`src/hdl/pcbd_pkg.sv`:
```
// Package with widths, codes and types shared by the pulse-count backlight dimmer.
package pcbd_pkg;

  localparam int TABLE_DEPTH_DEF = 16;
  localparam int CHIP_STEPS_DEF  = 32;

  localparam int LEVEL_W    = 8;
  localparam int STEP_W     = 6;
  localparam int PULSE_W    = 5;
  localparam int INDEX_W    = 4;
  localparam int TSIZE_W    = 5;
  localparam int CFG_IDX_W  = 2;
  localparam int CFG_DATA_W = 8;
  localparam int ENTRY_W    = LEVEL_W + STEP_W;

  localparam logic [CFG_IDX_W-1:0] CFG_TABLE_SIZE = 2'd0;
  localparam logic [CFG_IDX_W-1:0] CFG_MIN_BRIGHT = 2'd1;
  localparam logic [CFG_IDX_W-1:0] CFG_ENABLED    = 2'd2;

  localparam logic OP_LEVEL = 1'b0;
  localparam logic OP_WRITE = 1'b1;

  typedef enum logic [1:0] {
    ST_IDLE,
    ST_FIRST,
    ST_SCAN,
    ST_EMIT
  } pcbd_state_t;

  typedef enum logic {
    RK_STATUS,
    RK_STEP
  } pcbd_kind_t;

endpackage

```
`src/hdl/pcbd_ram.sv`:
```
// Generic single-port-write, registered-read RAM.
module pcbd_ram #(
  parameter int WIDTH = 14,
  parameter int DEPTH = 16,
  parameter int AW    = (DEPTH > 1) ? $clog2(DEPTH) : 1
) (
  input  logic             clk,
  input  logic             we,
  input  logic [AW-1:0]    waddr,
  input  logic [WIDTH-1:0] wdata,
  input  logic [AW-1:0]    raddr,
  output logic [WIDTH-1:0] rdata
);

  logic [WIDTH-1:0] mem_r [DEPTH];
  logic [WIDTH-1:0] rdata_r;

  always_ff @(posedge clk) begin
    if (we) begin
      mem_r[waddr] <= wdata;
    end
    rdata_r <= mem_r[raddr];
  end

  assign rdata = rdata_r;

endmodule

```
`src/hdl/pulse_count_backlight_dimmer_unit.sv`:
```
// Top level of the pulse-count backlight dimmer with its threshold table sequencer.
//
// A table write, a skipped request or a request whose level is zero goes from the idle state
// straight to the emit state. A nonzero brightness request walks the threshold table one entry per
// cycle through the single read port of the table RAM, passing the first state and, for a table of
// more than one entry, the scan state before the emit state. One transaction is in work at a time;
// the output register holds a finished result while the next input is accepted.
module pulse_count_backlight_dimmer_unit #(
  parameter int TABLE_DEPTH = pcbd_pkg::TABLE_DEPTH_DEF,
  parameter int CHIP_STEPS  = pcbd_pkg::CHIP_STEPS_DEF
) (
  input  logic                             clk,
  input  logic                             rst_n,
  input  logic                             cfg_we,
  input  logic [pcbd_pkg::CFG_IDX_W-1:0]   cfg_index,
  input  logic [pcbd_pkg::CFG_DATA_W-1:0]  cfg_data,
  input  logic                             in_valid,
  output logic                             in_stall,
  input  logic                             in_opcode,
  input  logic [pcbd_pkg::LEVEL_W-1:0]     in_level,
  input  logic                             in_power_unblanked,
  input  logic                             in_display_unblanked,
  input  logic [pcbd_pkg::INDEX_W-1:0]     in_entry_index,
  input  logic [pcbd_pkg::LEVEL_W-1:0]     in_entry_threshold,
  input  logic [pcbd_pkg::STEP_W-1:0]      in_entry_step,
  output logic                             out_valid,
  input  logic                             out_stall,
  output logic [pcbd_pkg::PULSE_W-1:0]     out_pulse_count,
  output logic                             out_chip_power_up,
  output logic                             out_control_line,
  output logic                             out_drive_enable,
  output logic [pcbd_pkg::STEP_W-1:0]      out_chosen_step,
  output logic                             out_is_dimming,
  output logic                             out_skipped
);
  import pcbd_pkg::*;

  localparam int AW   = (TABLE_DEPTH > 1) ? $clog2(TABLE_DEPTH) : 1;
  localparam int CS_W = 7;
  localparam int SUM_W = 8;
  localparam logic [CS_W-1:0]  CS_VAL  = CS_W'(CHIP_STEPS);
  localparam logic [SUM_W-1:0] CS_SUM  = SUM_W'(CHIP_STEPS);
  localparam logic [8:0]       TD_VAL  = 9'(TABLE_DEPTH);

  pcbd_state_t state_r, state_nxt;
  pcbd_kind_t  kind_r, kind_nxt;

  logic [TSIZE_W-1:0] table_size_r;
  logic [LEVEL_W-1:0] min_bright_r;
  logic               enabled_r;

  logic [STEP_W-1:0]  prev_step_r, prev_step_nxt;
  logic [LEVEL_W-1:0] cur_level_r, cur_level_nxt;

  logic [LEVEL_W-1:0] lvl_r, lvl_nxt;
  logic               skip_r, skip_nxt;
  logic [STEP_W-1:0]  step_r, step_nxt;
  logic [LEVEL_W-1:0] thr_prev_r, thr_prev_nxt;
  logic [STEP_W-1:0]  stp_prev_r, stp_prev_nxt;
  logic [TSIZE_W-1:0] scan_idx_r, scan_idx_nxt;

  logic               out_valid_r, out_valid_nxt;
  logic [PULSE_W-1:0] out_pulse_r, out_pulse_nxt;
  logic               out_pwr_r, out_pwr_nxt;
  logic               out_line_r, out_line_nxt;
  logic               out_drive_r, out_drive_nxt;
  logic [STEP_W-1:0]  out_step_r, out_step_nxt;
  logic               out_dim_r, out_dim_nxt;
  logic               out_skip_r, out_skip_nxt;

  logic               in_acc;
  logic               out_free;
  logic [TSIZE_W-1:0] ts_eff;
  logic [TSIZE_W-1:0] n_last;
  logic [LEVEL_W-1:0] lvl_eff;
  logic               req_skip;
  logic               wr_en;
  logic [STEP_W-1:0]  wr_step;
  logic [ENTRY_W-1:0] rd_data;
  logic [LEVEL_W-1:0] rd_thr;
  logic [STEP_W-1:0]  rd_stp;
  logic               scan_hit;
  logic               scan_end;
  logic [CS_W-1:0]    prev_eff;
  logic [SUM_W-1:0]   pulse_sum;
  logic [SUM_W-1:0]   pulse_mod;

  assign in_stall = (state_r != ST_IDLE);
  assign in_acc   = in_valid && !in_stall;
  assign out_free = !out_valid_r || !out_stall;

  always_comb begin
    if (table_size_r == '0) begin
      ts_eff = TSIZE_W'(1);
    end else if ({4'b0, table_size_r} > TD_VAL) begin
      ts_eff = TSIZE_W'(TABLE_DEPTH);
    end else begin
      ts_eff = table_size_r;
    end
  end
  assign n_last = ts_eff - TSIZE_W'(1);

  assign lvl_eff  = (in_power_unblanked && in_display_unblanked) ? in_level : '0;
  assign req_skip = !enabled_r && (cur_level_r == '0);

  assign wr_en   = in_acc && (in_opcode == OP_WRITE) && ({5'b0, in_entry_index} < TD_VAL);
  assign wr_step = ({1'b0, in_entry_step} > CS_VAL) ? STEP_W'(CHIP_STEPS) : in_entry_step;

  pcbd_ram #(
    .WIDTH(ENTRY_W),
    .DEPTH(TABLE_DEPTH)
  ) u_table (
    .clk  (clk),
    .we   (wr_en),
    .waddr(AW'(in_entry_index)),
    .wdata({in_entry_threshold, wr_step}),
    .raddr(AW'(scan_idx_nxt)),
    .rdata(rd_data)
  );

  assign rd_thr   = rd_data[ENTRY_W-1:STEP_W];
  assign rd_stp   = rd_data[STEP_W-1:0];
  assign scan_hit = (lvl_r <= thr_prev_r) && (lvl_r > rd_thr);
  assign scan_end = (scan_idx_r == n_last);

  assign prev_eff  = (prev_step_r == '0) ? CS_VAL : {1'b0, prev_step_r};
  assign pulse_sum = SUM_W'(step_r) + CS_SUM - SUM_W'(prev_eff);
  assign pulse_mod = (pulse_sum >= CS_SUM) ? (pulse_sum - CS_SUM) : pulse_sum;

  always_comb begin
    state_nxt = state_r;
    unique case (state_r)
      ST_IDLE: begin
        if (in_acc) begin
          if (in_opcode == OP_WRITE || req_skip || lvl_eff == '0) begin
            state_nxt = ST_EMIT;
          end else begin
            state_nxt = ST_FIRST;
          end
        end
      end
      ST_FIRST: begin
        state_nxt = (n_last == '0) ? ST_EMIT : ST_SCAN;
      end
      ST_SCAN: begin
        if (scan_hit || scan_end) begin
          state_nxt = ST_EMIT;
        end
      end
      ST_EMIT: begin
        if (out_free) begin
          state_nxt = ST_IDLE;
        end
      end
      default: state_nxt = ST_IDLE;
    endcase
  end

  always_comb begin
    kind_nxt      = kind_r;
    lvl_nxt       = lvl_r;
    skip_nxt      = skip_r;
    step_nxt      = step_r;
    thr_prev_nxt  = thr_prev_r;
    stp_prev_nxt  = stp_prev_r;
    scan_idx_nxt  = scan_idx_r;
    prev_step_nxt = prev_step_r;
    cur_level_nxt = cur_level_r;
    out_valid_nxt = out_valid_r && out_stall;
    out_pulse_nxt = out_pulse_r;
    out_pwr_nxt   = out_pwr_r;
    out_line_nxt  = out_line_r;
    out_drive_nxt = out_drive_r;
    out_step_nxt  = out_step_r;
    out_dim_nxt   = out_dim_r;
    out_skip_nxt  = out_skip_r;
    unique case (state_r)
      ST_IDLE: begin
        scan_idx_nxt = '0;
        if (in_acc) begin
          lvl_nxt  = lvl_eff;
          step_nxt = '0;
          skip_nxt = (in_opcode == OP_LEVEL) && req_skip;
          kind_nxt = (in_opcode == OP_WRITE || req_skip) ? RK_STATUS : RK_STEP;
        end
      end
      ST_FIRST: begin
        if (n_last == '0) begin
          step_nxt = rd_stp;
        end else begin
          thr_prev_nxt = rd_thr;
          stp_prev_nxt = rd_stp;
          scan_idx_nxt = TSIZE_W'(1);
        end
      end
      ST_SCAN: begin
        if (scan_hit) begin
          step_nxt = stp_prev_r;
        end else if (scan_end) begin
          step_nxt = rd_stp;
        end else begin
          thr_prev_nxt = rd_thr;
          stp_prev_nxt = rd_stp;
          scan_idx_nxt = scan_idx_r + TSIZE_W'(1);
        end
      end
      ST_EMIT: begin
        if (out_free) begin
          out_valid_nxt = 1'b1;
          out_skip_nxt  = skip_r;
          if (kind_r == RK_STATUS) begin
            out_pulse_nxt = '0;
            out_pwr_nxt   = 1'b0;
            out_line_nxt  = (prev_step_r != '0);
            out_drive_nxt = (prev_step_r != '0);
            out_step_nxt  = prev_step_r;
            out_dim_nxt   = (cur_level_r <= min_bright_r);
          end else begin
            cur_level_nxt = lvl_r;
            prev_step_nxt = step_r;
            out_dim_nxt   = (lvl_r <= min_bright_r);
            out_step_nxt  = step_r;
            if (step_r == '0) begin
              out_pulse_nxt = '0;
              out_pwr_nxt   = 1'b0;
              out_line_nxt  = 1'b0;
              out_drive_nxt = 1'b0;
            end else begin
              out_pulse_nxt = PULSE_W'(pulse_mod);
              out_pwr_nxt   = (prev_step_r == '0);
              out_line_nxt  = 1'b1;
              out_drive_nxt = 1'b1;
            end
          end
        end
      end
      default: begin
        scan_idx_nxt = '0;
      end
    endcase
  end

  always_ff @(posedge clk) begin
    if (!rst_n) begin
      state_r      <= ST_IDLE;
      out_valid_r  <= 1'b0;
      prev_step_r  <= '0;
      cur_level_r  <= '0;
      table_size_r <= TSIZE_W'(1);
      min_bright_r <= '0;
      enabled_r    <= 1'b1;
      scan_idx_r   <= '0;
    end else begin
      state_r     <= state_nxt;
      out_valid_r <= out_valid_nxt;
      prev_step_r <= prev_step_nxt;
      cur_level_r <= cur_level_nxt;
      scan_idx_r  <= scan_idx_nxt;
      if (cfg_we) begin
        unique case (cfg_index)
          CFG_TABLE_SIZE: table_size_r <= cfg_data[TSIZE_W-1:0];
          CFG_MIN_BRIGHT: min_bright_r <= cfg_data[LEVEL_W-1:0];
          CFG_ENABLED:    enabled_r    <= cfg_data[0];
          default: ;
        endcase
      end
    end
  end

  always_ff @(posedge clk) begin
    kind_r      <= kind_nxt;
    lvl_r       <= lvl_nxt;
    skip_r      <= skip_nxt;
    step_r      <= step_nxt;
    thr_prev_r  <= thr_prev_nxt;
    stp_prev_r  <= stp_prev_nxt;
    out_pulse_r <= out_pulse_nxt;
    out_pwr_r   <= out_pwr_nxt;
    out_line_r  <= out_line_nxt;
    out_drive_r <= out_drive_nxt;
    out_step_r  <= out_step_nxt;
    out_dim_r   <= out_dim_nxt;
    out_skip_r  <= out_skip_nxt;
  end

  assign out_valid         = out_valid_r;
  assign out_pulse_count   = out_pulse_r;
  assign out_chip_power_up = out_pwr_r;
  assign out_control_line  = out_line_r;
  assign out_drive_enable  = out_drive_r;
  assign out_chosen_step   = out_step_r;
  assign out_is_dimming    = out_dim_r;
  assign out_skipped       = out_skip_r;

  a_pulses_need_line: assert property (@(posedge clk) disable iff (!rst_n)
    out_valid_r && out_pulse_r != '0 |-> out_line_r)
    else $error("pulses reported with the control line low");

  a_power_up_step: assert property (@(posedge clk) disable iff (!rst_n)
    out_valid_r && out_pwr_r |-> out_step_r != '0 && !out_skip_r)
    else $error("power-up reported without a nonzero step");

  a_prev_step_range: assert property (@(posedge clk) disable iff (!rst_n)
    {1'b0, prev_step_r} <= CS_VAL)
    else $error("previous step above the chip step count");

  a_scan_in_table: assert property (@(posedge clk) disable iff (!rst_n)
    state_r == ST_SCAN |-> scan_idx_r <= n_last && scan_idx_r != '0)
    else $error("table scan left the valid entries");

endmodule
```
`config.mk`:
```
export PLATFORM = sky130hd
export DESIGN_NAME = pulse_count_backlight_dimmer_unit
export DESIGN_NICKNAME = d
export VERILOG_FILES = /design/src/hdl/pcbd_pkg.sv /design/src/hdl/pcbd_ram.sv /design/src/hdl/pulse_count_backlight_dimmer_unit.sv
export SDC_FILE = /design/constraint.sdc
export NUM_CORES = 1
export LEC_CHECK = 0
export BUFFER_PORTS_ARGS = -buffer_cell sky130_fd_sc_hd__buf_2
export CORE_ASPECT_RATIO = 1.2
export CORE_MARGIN = 1
export CORE_UTILIZATION = 35
export CTS_CLUSTER_SIZE = 20
export DETAILED_ROUTE_END_ITERATION = 10
export MAX_ROUTING_LAYER = met4
export SYNTH_ARGS = -nofsm -noshare
export SYNTH_HDL_FRONTEND = slang
export SYNTH_SLANG_ARGS = --single-unit
```
`constraint.sdc`:
```
create_clock -name clk -period 8.75 [get_ports clk]
set_input_delay 0.875 -clock clk [delete_from_list [all_inputs] [get_ports clk]]
set_output_delay 0.875 -clock clk [all_outputs]
set_load 0.02 [all_outputs]
```
== After elaboration in Yosys (flattened, before gate mapping) ==
Memories as Yosys holds them, arrays and structs flattened. A register that Yosys moved wholly into a read port is not among the register bits.
Index checks and enable logic that the tools add are counted.

* Register bits after elaboration: 81
* Word-level logic and storage cells: 126
* Bits of input ports: 44
* Output and inout bits: 18
* Memory bits (writable): 224
* Memories kept: 1

{| class="wikitable"
|+ Memory list
! memory !! depth !! bits a word !! rd ports !! clocked after Yosys merged registers in !! wr ports !! RTL line !! text
|-
| u_table.mem_r || 16 || 14 || 1 || 1 || 1 || pcbd_ram.sv:15 || <nowiki>logic [WIDTH-1:0] mem_r [DEPTH];</nowiki>
|}

* Equal/unequal tests: 14
* Reduce and logical (&&, ||, !) cells: 38
* Multiplexer cells: 38
* Bitwise gates (word level): 2
* Add/sub/neg operators: 5
* $lt $le $gt $ge: 7

{| class="wikitable"
|+ Operators with widths
! cell !! number
|-
| $mux 6 || 10
|-
| $mux 8 || 4
|-
| $mux 5 || 6
|-
| $le 8x8->1 || 3
|-
| $pmux 6 s3 || 1
|-
| $logic_not 8->1 || 2
|-
| $pmux 8 s2 || 1
|-
| $pmux 5 s3 || 1
|-
| $ne 2x2->1 const B || 7
|-
| $logic_not 6->1 || 2
|-
| $pmux 6 s2 || 1
|-
| $reduce_and 4->1 || 3
|-
| $logic_not 5->1 || 2
|-
| $reduce_and 2->1 || 5
|-
| $sub 5x1->5 const B || 2
|-
| $mux 1 || 9
|-
| $ge 8x6->1 const B || 1
|-
| $gt 8x8->1 || 1
|-
| $mux 2 || 4
|-
| $pmux 2 s4 || 1
|-
| $sub 7x6->8 || 1
|-
| $add 6x6->7 const B || 1
|-
| $logic_and 1x1->1 || 7
|-
| $eq 2x2->1 const B || 3
|-
| other kinds (15) || 26
|}

== Depth between registers and ports, before layout ==
* Depth in word-level cells: 8
* Gate-level depth with buffers: 15
* Depth with buffers taken out: 13

== By module ==
A second synthesis with hierarchy kept.

* Cells, all modules: 840
* Area total of the unflattened synthesis: 13335.3 µm²

{| class="wikitable"
|+ Modules (own cells, without submodules)
! module !! cells each !! area an instance (µm²) !! instances !! sequential area each (µm²)
|-
| pcbd_ram || 379 || 8763.4 || 1 || 7006.7
|-
| pulse_count_backlight_dimmer_unit || 461 || 4571.9 || 1 || 2072.0
|}

== Least setup slack after synthesis ==
OpenSTA, ideal clock, no wires.

* Path kind: flip-flop to flip-flop
* Start point: register table_size_r[4]
* End point: register u_table.rdata_r[12] (netlist: u_table.rdata[12]) (read register of u_table.mem_r)
* Data arrival time: 3.409 ns
* Path slack: 5.211 ns
* Setup time: 0.130 ns
* Path buffers: 1
* Cell stages (with the launch flop): 14
* Period minus slack after synthesis: 3.539 ns
* Data required time: 8.620 ns
* Cell sequence: dfxtp_1 -> or4_1 -> o21ai_0 -> inv_1 -> ha_1 -> xor3_1 -> a211o_1 -> o22ai_4 -> mux2_4 -> nor2_4 -> buf_4 -> mux2_2 -> o211ai_1 -> nand4_1

* Cells in the longest elaborated chain, start to end: 8
* Elaborated cells on any way between the ends: 11
* Classes of those cells: add/sub (1); order compare (1); eq/ne (1); mux (6); reduce/logical (2)

{| class="wikitable"
|+ RTL lines
! what !! RTL line !! text
|-
| start, declared || pulse_count_backlight_dimmer_unit.sv:48 || <nowiki>logic [TSIZE_W-1:0] table_size_r;</nowiki>
|-
| start signal, assigned || pulse_count_backlight_dimmer_unit.sv:261 || <nowiki>CFG_TABLE_SIZE: table_size_r <= cfg_data[TSIZE_W-1:0];</nowiki>
|-
| $gt 5x5->1 || pulse_count_backlight_dimmer_unit.sv:95 || <nowiki>end else if ({4'b0, table_size_r} > TD_VAL) begin</nowiki>
|-
| $mux 5 || pulse_count_backlight_dimmer_unit.sv:95 ||
|-
| $mux 5 * || pulse_count_backlight_dimmer_unit.sv:93 || <nowiki>if (table_size_r == '0) begin</nowiki>
|-
| $sub 5x1->5 * || pulse_count_backlight_dimmer_unit.sv:101 || <nowiki>assign n_last = ts_eff - TSIZE_W'(1);</nowiki>
|-
| $eq 5x5->1 || pulse_count_backlight_dimmer_unit.sv:124 || <nowiki>assign scan_end = (scan_idx_r == n_last);</nowiki>
|-
| $mux 5 || pulse_count_backlight_dimmer_unit.sv:199 || <nowiki>end else if (scan_end) begin</nowiki>
|-
| $mux 5 || pulse_count_backlight_dimmer_unit.sv:197 || <nowiki>if (scan_hit) begin</nowiki>
|-
| $pmux 5 s3 * || pulse_count_backlight_dimmer_unit.sv:177 || <nowiki>unique case (state_r)</nowiki>
|-
| end, declared || pcbd_ram.sv:16 || <nowiki>logic [WIDTH-1:0] rdata_r;</nowiki>
|}

Every way passes the cells marked *; elsewhere a longest branch is shown, timed or not. The select of a mux whose other input is x is not followed.
A chain may end at the register's enable or synchronous reset.

== Final worst setup path ==
* Start point: register table_size_r[4]
* End point: register u_table.rdata_r[0] (netlist: u_table.rdata[0]) (read register of u_table.mem_r)

Same word-level chain as after synthesis.

==> summary.md <==
| Metric | Value |
|---|---|
| Clock network power share | between 30% and 40% |
| Yosys warns | 0 |
| CTS Buf Count | 37 |
| Yosys top cell area share | 56.9% |
| Synth top area cells | edfxtp_1, dfxtp_1, ha_1 |
| Commonest non-fill, non-tap cell in the layout | edfxtp_1 |
| Clk_skew | 0.0161 ns |
| Commonest non-fill, non-tap cells in the layout | edfxtp_1, nand3_1, buf_2, nand2_1, inv_1 |
| Final setup violating endpoints | 0 |
| Width of the die | 186 µm |
| Placed Cells | roughly 1600 |
| Worst vdd ir | 0.172 mV |
| Final min period | approximately 5.2 ns |
| Cts hold-fix bufs | 0 |
| Vias in the first global route | 8796 |
| CTS tree | yes |
| Switching share of power | 30.0% |
| Post-synth ARST share | 0% |
| Reg power frac | 44.3% |
| Number of synthesized flops with an enable pin | 269 |
| Sequential fraction of the synthesis area | 64.0% |
| Synth Flop Type | edfxtp_1 |
| Synth Instances | 1094 |
| Final WS setup | 3.52 ns |
| P&R area growth vs syn | 14.3% |
| Unrepaired setup endpoints after global routing | false |
| Gate power share | 22.6% |
| Input/output buffers | 61 |
| Initial Util | 35.6% |
| Mapped Nets | 1186 |
| Most area-hungry cell type in the Yosys netlist | edfxtp_1 |
| Yosys cell types | 68 |
| Die area | 0.0414 mm² |
| Worst slack, placed | 3.54 ns |
| DRC Markers | 0 |
| Crit path kind | reg2reg |
| Initial antenna violation count | 0 |
| Core box area | 0.0398 mm² |
| GP Congestion | 0.841 |
| Max Clock Freq | 0.191 GHz |
| Fill count | 3777 |
| Post-CTS Setup Inserts | 0 |
| Die height | 223 µm |
| CTS Sinks | between 300 and 400 |
| Post-Layout Cell Count | around 1700 |
| Worst Max-Slew Pin Slew | around 1.3 ns |
| Max-Cap Viols | 0 |
| First-pass GRT wire length | 50100 µm |
| NetSw | 1.29 mW |
| Post-DP Area | 0.0151 mm² |
| Max-slew violations | 0 |
| PwrDens | roughly 270 mW/mm² |
| GRT overflow | 0 |
| Clock buffer depth | 3 |
| Post-route cell area | 0.0162 mm² |
| Initial DRC Count | 650 |
| DP Wirelength | 21500 µm |
| Pint | 3.01 mW |
| WP data required | around 9 ns |
| Nets | between 1000 and 1500 |
| Final Hold Fails | 0 |
| Total power | 4.30 mW |
| Via density | 5.21 |
| Clk Tree Root Cell | clkbuf_16 |
| Clock transition at path regs | 0.06 ns |
| Slew HR | 16.4% |
| FP Rows | 80 |
| H-tree depth | 2 |
| Layout cells sized above 1 | 14.3% |
| Synthesized area | 0.0142 mm² |
| # resized after CTS | 0 |
| IO Pins | 62 |
| Crit Path Max Fanout | 55 |
| Avg Inst Size Synth | around 13 µm² |
| Worst Hold Class | reg2reg |
| Largest net degree at the start of global routing | 72 |
| Register bit total from synthesis | around 320 |
| Final worst path period share | 59.8% |
| Worst Path Arrival | 5.62 ns |
| Lkg Pwr | 6.08 nW |
| DR pass1 iterations | 7 |
| GRT Util Overall | between 10% and 20% |
| Ant diodes | 0 |
| Startpoint types | register |
| Post-route setup TNS | 0 ns |
| DRT Wirelength | 32100 µm |
| CP endpoint kind | register |
| Clk_lat worst skew | 0.52 ns |
| Via count | approximately 9000 |
| Average routed wire per standard cell | approximately 19 µm |
| DRT antenna net count | 0 |
| Status | completed |
[cell usage after synthesis (28+ instances only)]
master	number
edfxtp_1	269
nand3_1	85
nand2_1	60
inv_1	57
a21oi_1	50
dfxtp_1	50
ha_1	47
mux2i_1	44
o21ai_0	40
and3_1	38
nor2b_1	36
nor2_1	34
clkbuf_1	33
a221o_1	28
[critical path, cell delays in order (launching register included)]
cell	delay [ns]
dfxtp_1	0.36
or4_1	0.56
o21ai_0	0.14
inv_1	0.07
ha_1	0.27
xor3_1	0.37
a211o_1	0.30
o22ai_4	0.70
mux2i_4	0.34
buf_4	0.51
nand2_2	0.65
a211o_1	0.48
a32oi_1	0.22
nand3_1	0.10
[registers in the layout (all words and copies together), names as in the netlist, 6 cells and up]
signal and flops:
u_table.mem_r 224, u_table.rdata 14, cur_level_r 8, lvl_r 8
min_bright_r 8, thr_prev_r 8, out_chosen_step 6, prev_step_r 6
step_r 6, stp_prev_r 6
[path summary, 6_finish.rpt]
kind                                              startpoint                       end  slack (ns)  depth (start not counted)
worst max-delay path            table_size_r[4]$_SDFFE_PN0P_  u_table.rdata[0]$_DFF_P_        3.52                         13
worst min-delay path                        skip_r$_DFFE_PP_     out_skipped$_DFFE_PP_        0.42                          0
worst max register to register  table_size_r[4]$_SDFFE_PN0P_  u_table.rdata[0]$_DFF_P_        3.52                         13
worst min register to register              skip_r$_DFFE_PP_     out_skipped$_DFFE_PP_        0.42                          0
[layer usage]
layer | vias to the layer above | share of wire (%) | track usage, %
met5 | - | 0 | -
met4 | 0 | 2.6 | 5.18
met3 | 51 | 5.2 | 2.82
met1 | 4310 | 45 | 21.4
li1 | 4316 | - | -
met2 | 237 | 47 | 25.0
[power by group through the flow]
stage | combinational (mW) | sequential [mW] | clock, mW
5_1_grt | 1.09 | 1.92 | 1.51
4_1_cts | 0.981 | 1.91 | 1.46
6_report | 0.973 | 1.91 | 1.42
2_1_floorplan | 0.731 | 1.90 | 0
3_3_place_gp | 0.955 | 1.94 | 0
3_5_place_dp | 0.975 | 1.94 | 0
[layout make-up]
| cell class | instances | area, µm² | share of cell area (%) |
|---|---|---|---|
| clock buffer | 52 | 1020 | 6.30 |
| clock inverter | 13 | 93.8 | 0.579 |
| inverter | 57 | 214 | 1.32 |
| multi-input combinational | 654 | 4670 | 28.8 |
| sequential | 319 | 9080 | 56.0 |
| tap | 533 | 667 | 4.11 |
| timing repair buffer | 84 | 478 | 2.95 |
[through the flow]
stage | hold WS (ns) | utilization, %
floorplan | 0.400 | -
global placement | 0.405 | 37.9
detailed placement | 0.405 | 37.9
CTS | 0.419 | 40.7
global route | 0.421 | 40.7
finish | 0.419 | 40.7
[logic make-up after synthesis]
logic type,count (synthesis),synth area share [%]
AO/OA/AOI/OAI,223,11.4
AND/OR/NAND/NOR,318,11.9
adder cells (fa/ha/maj),48,4.28
XOR/XNOR,8,0.599
flip-flops,319,64.0
buffers and inverters,121,3.66
multiplexers,57,4.24
Note: power is estimated with default switching activity, not from simulation.
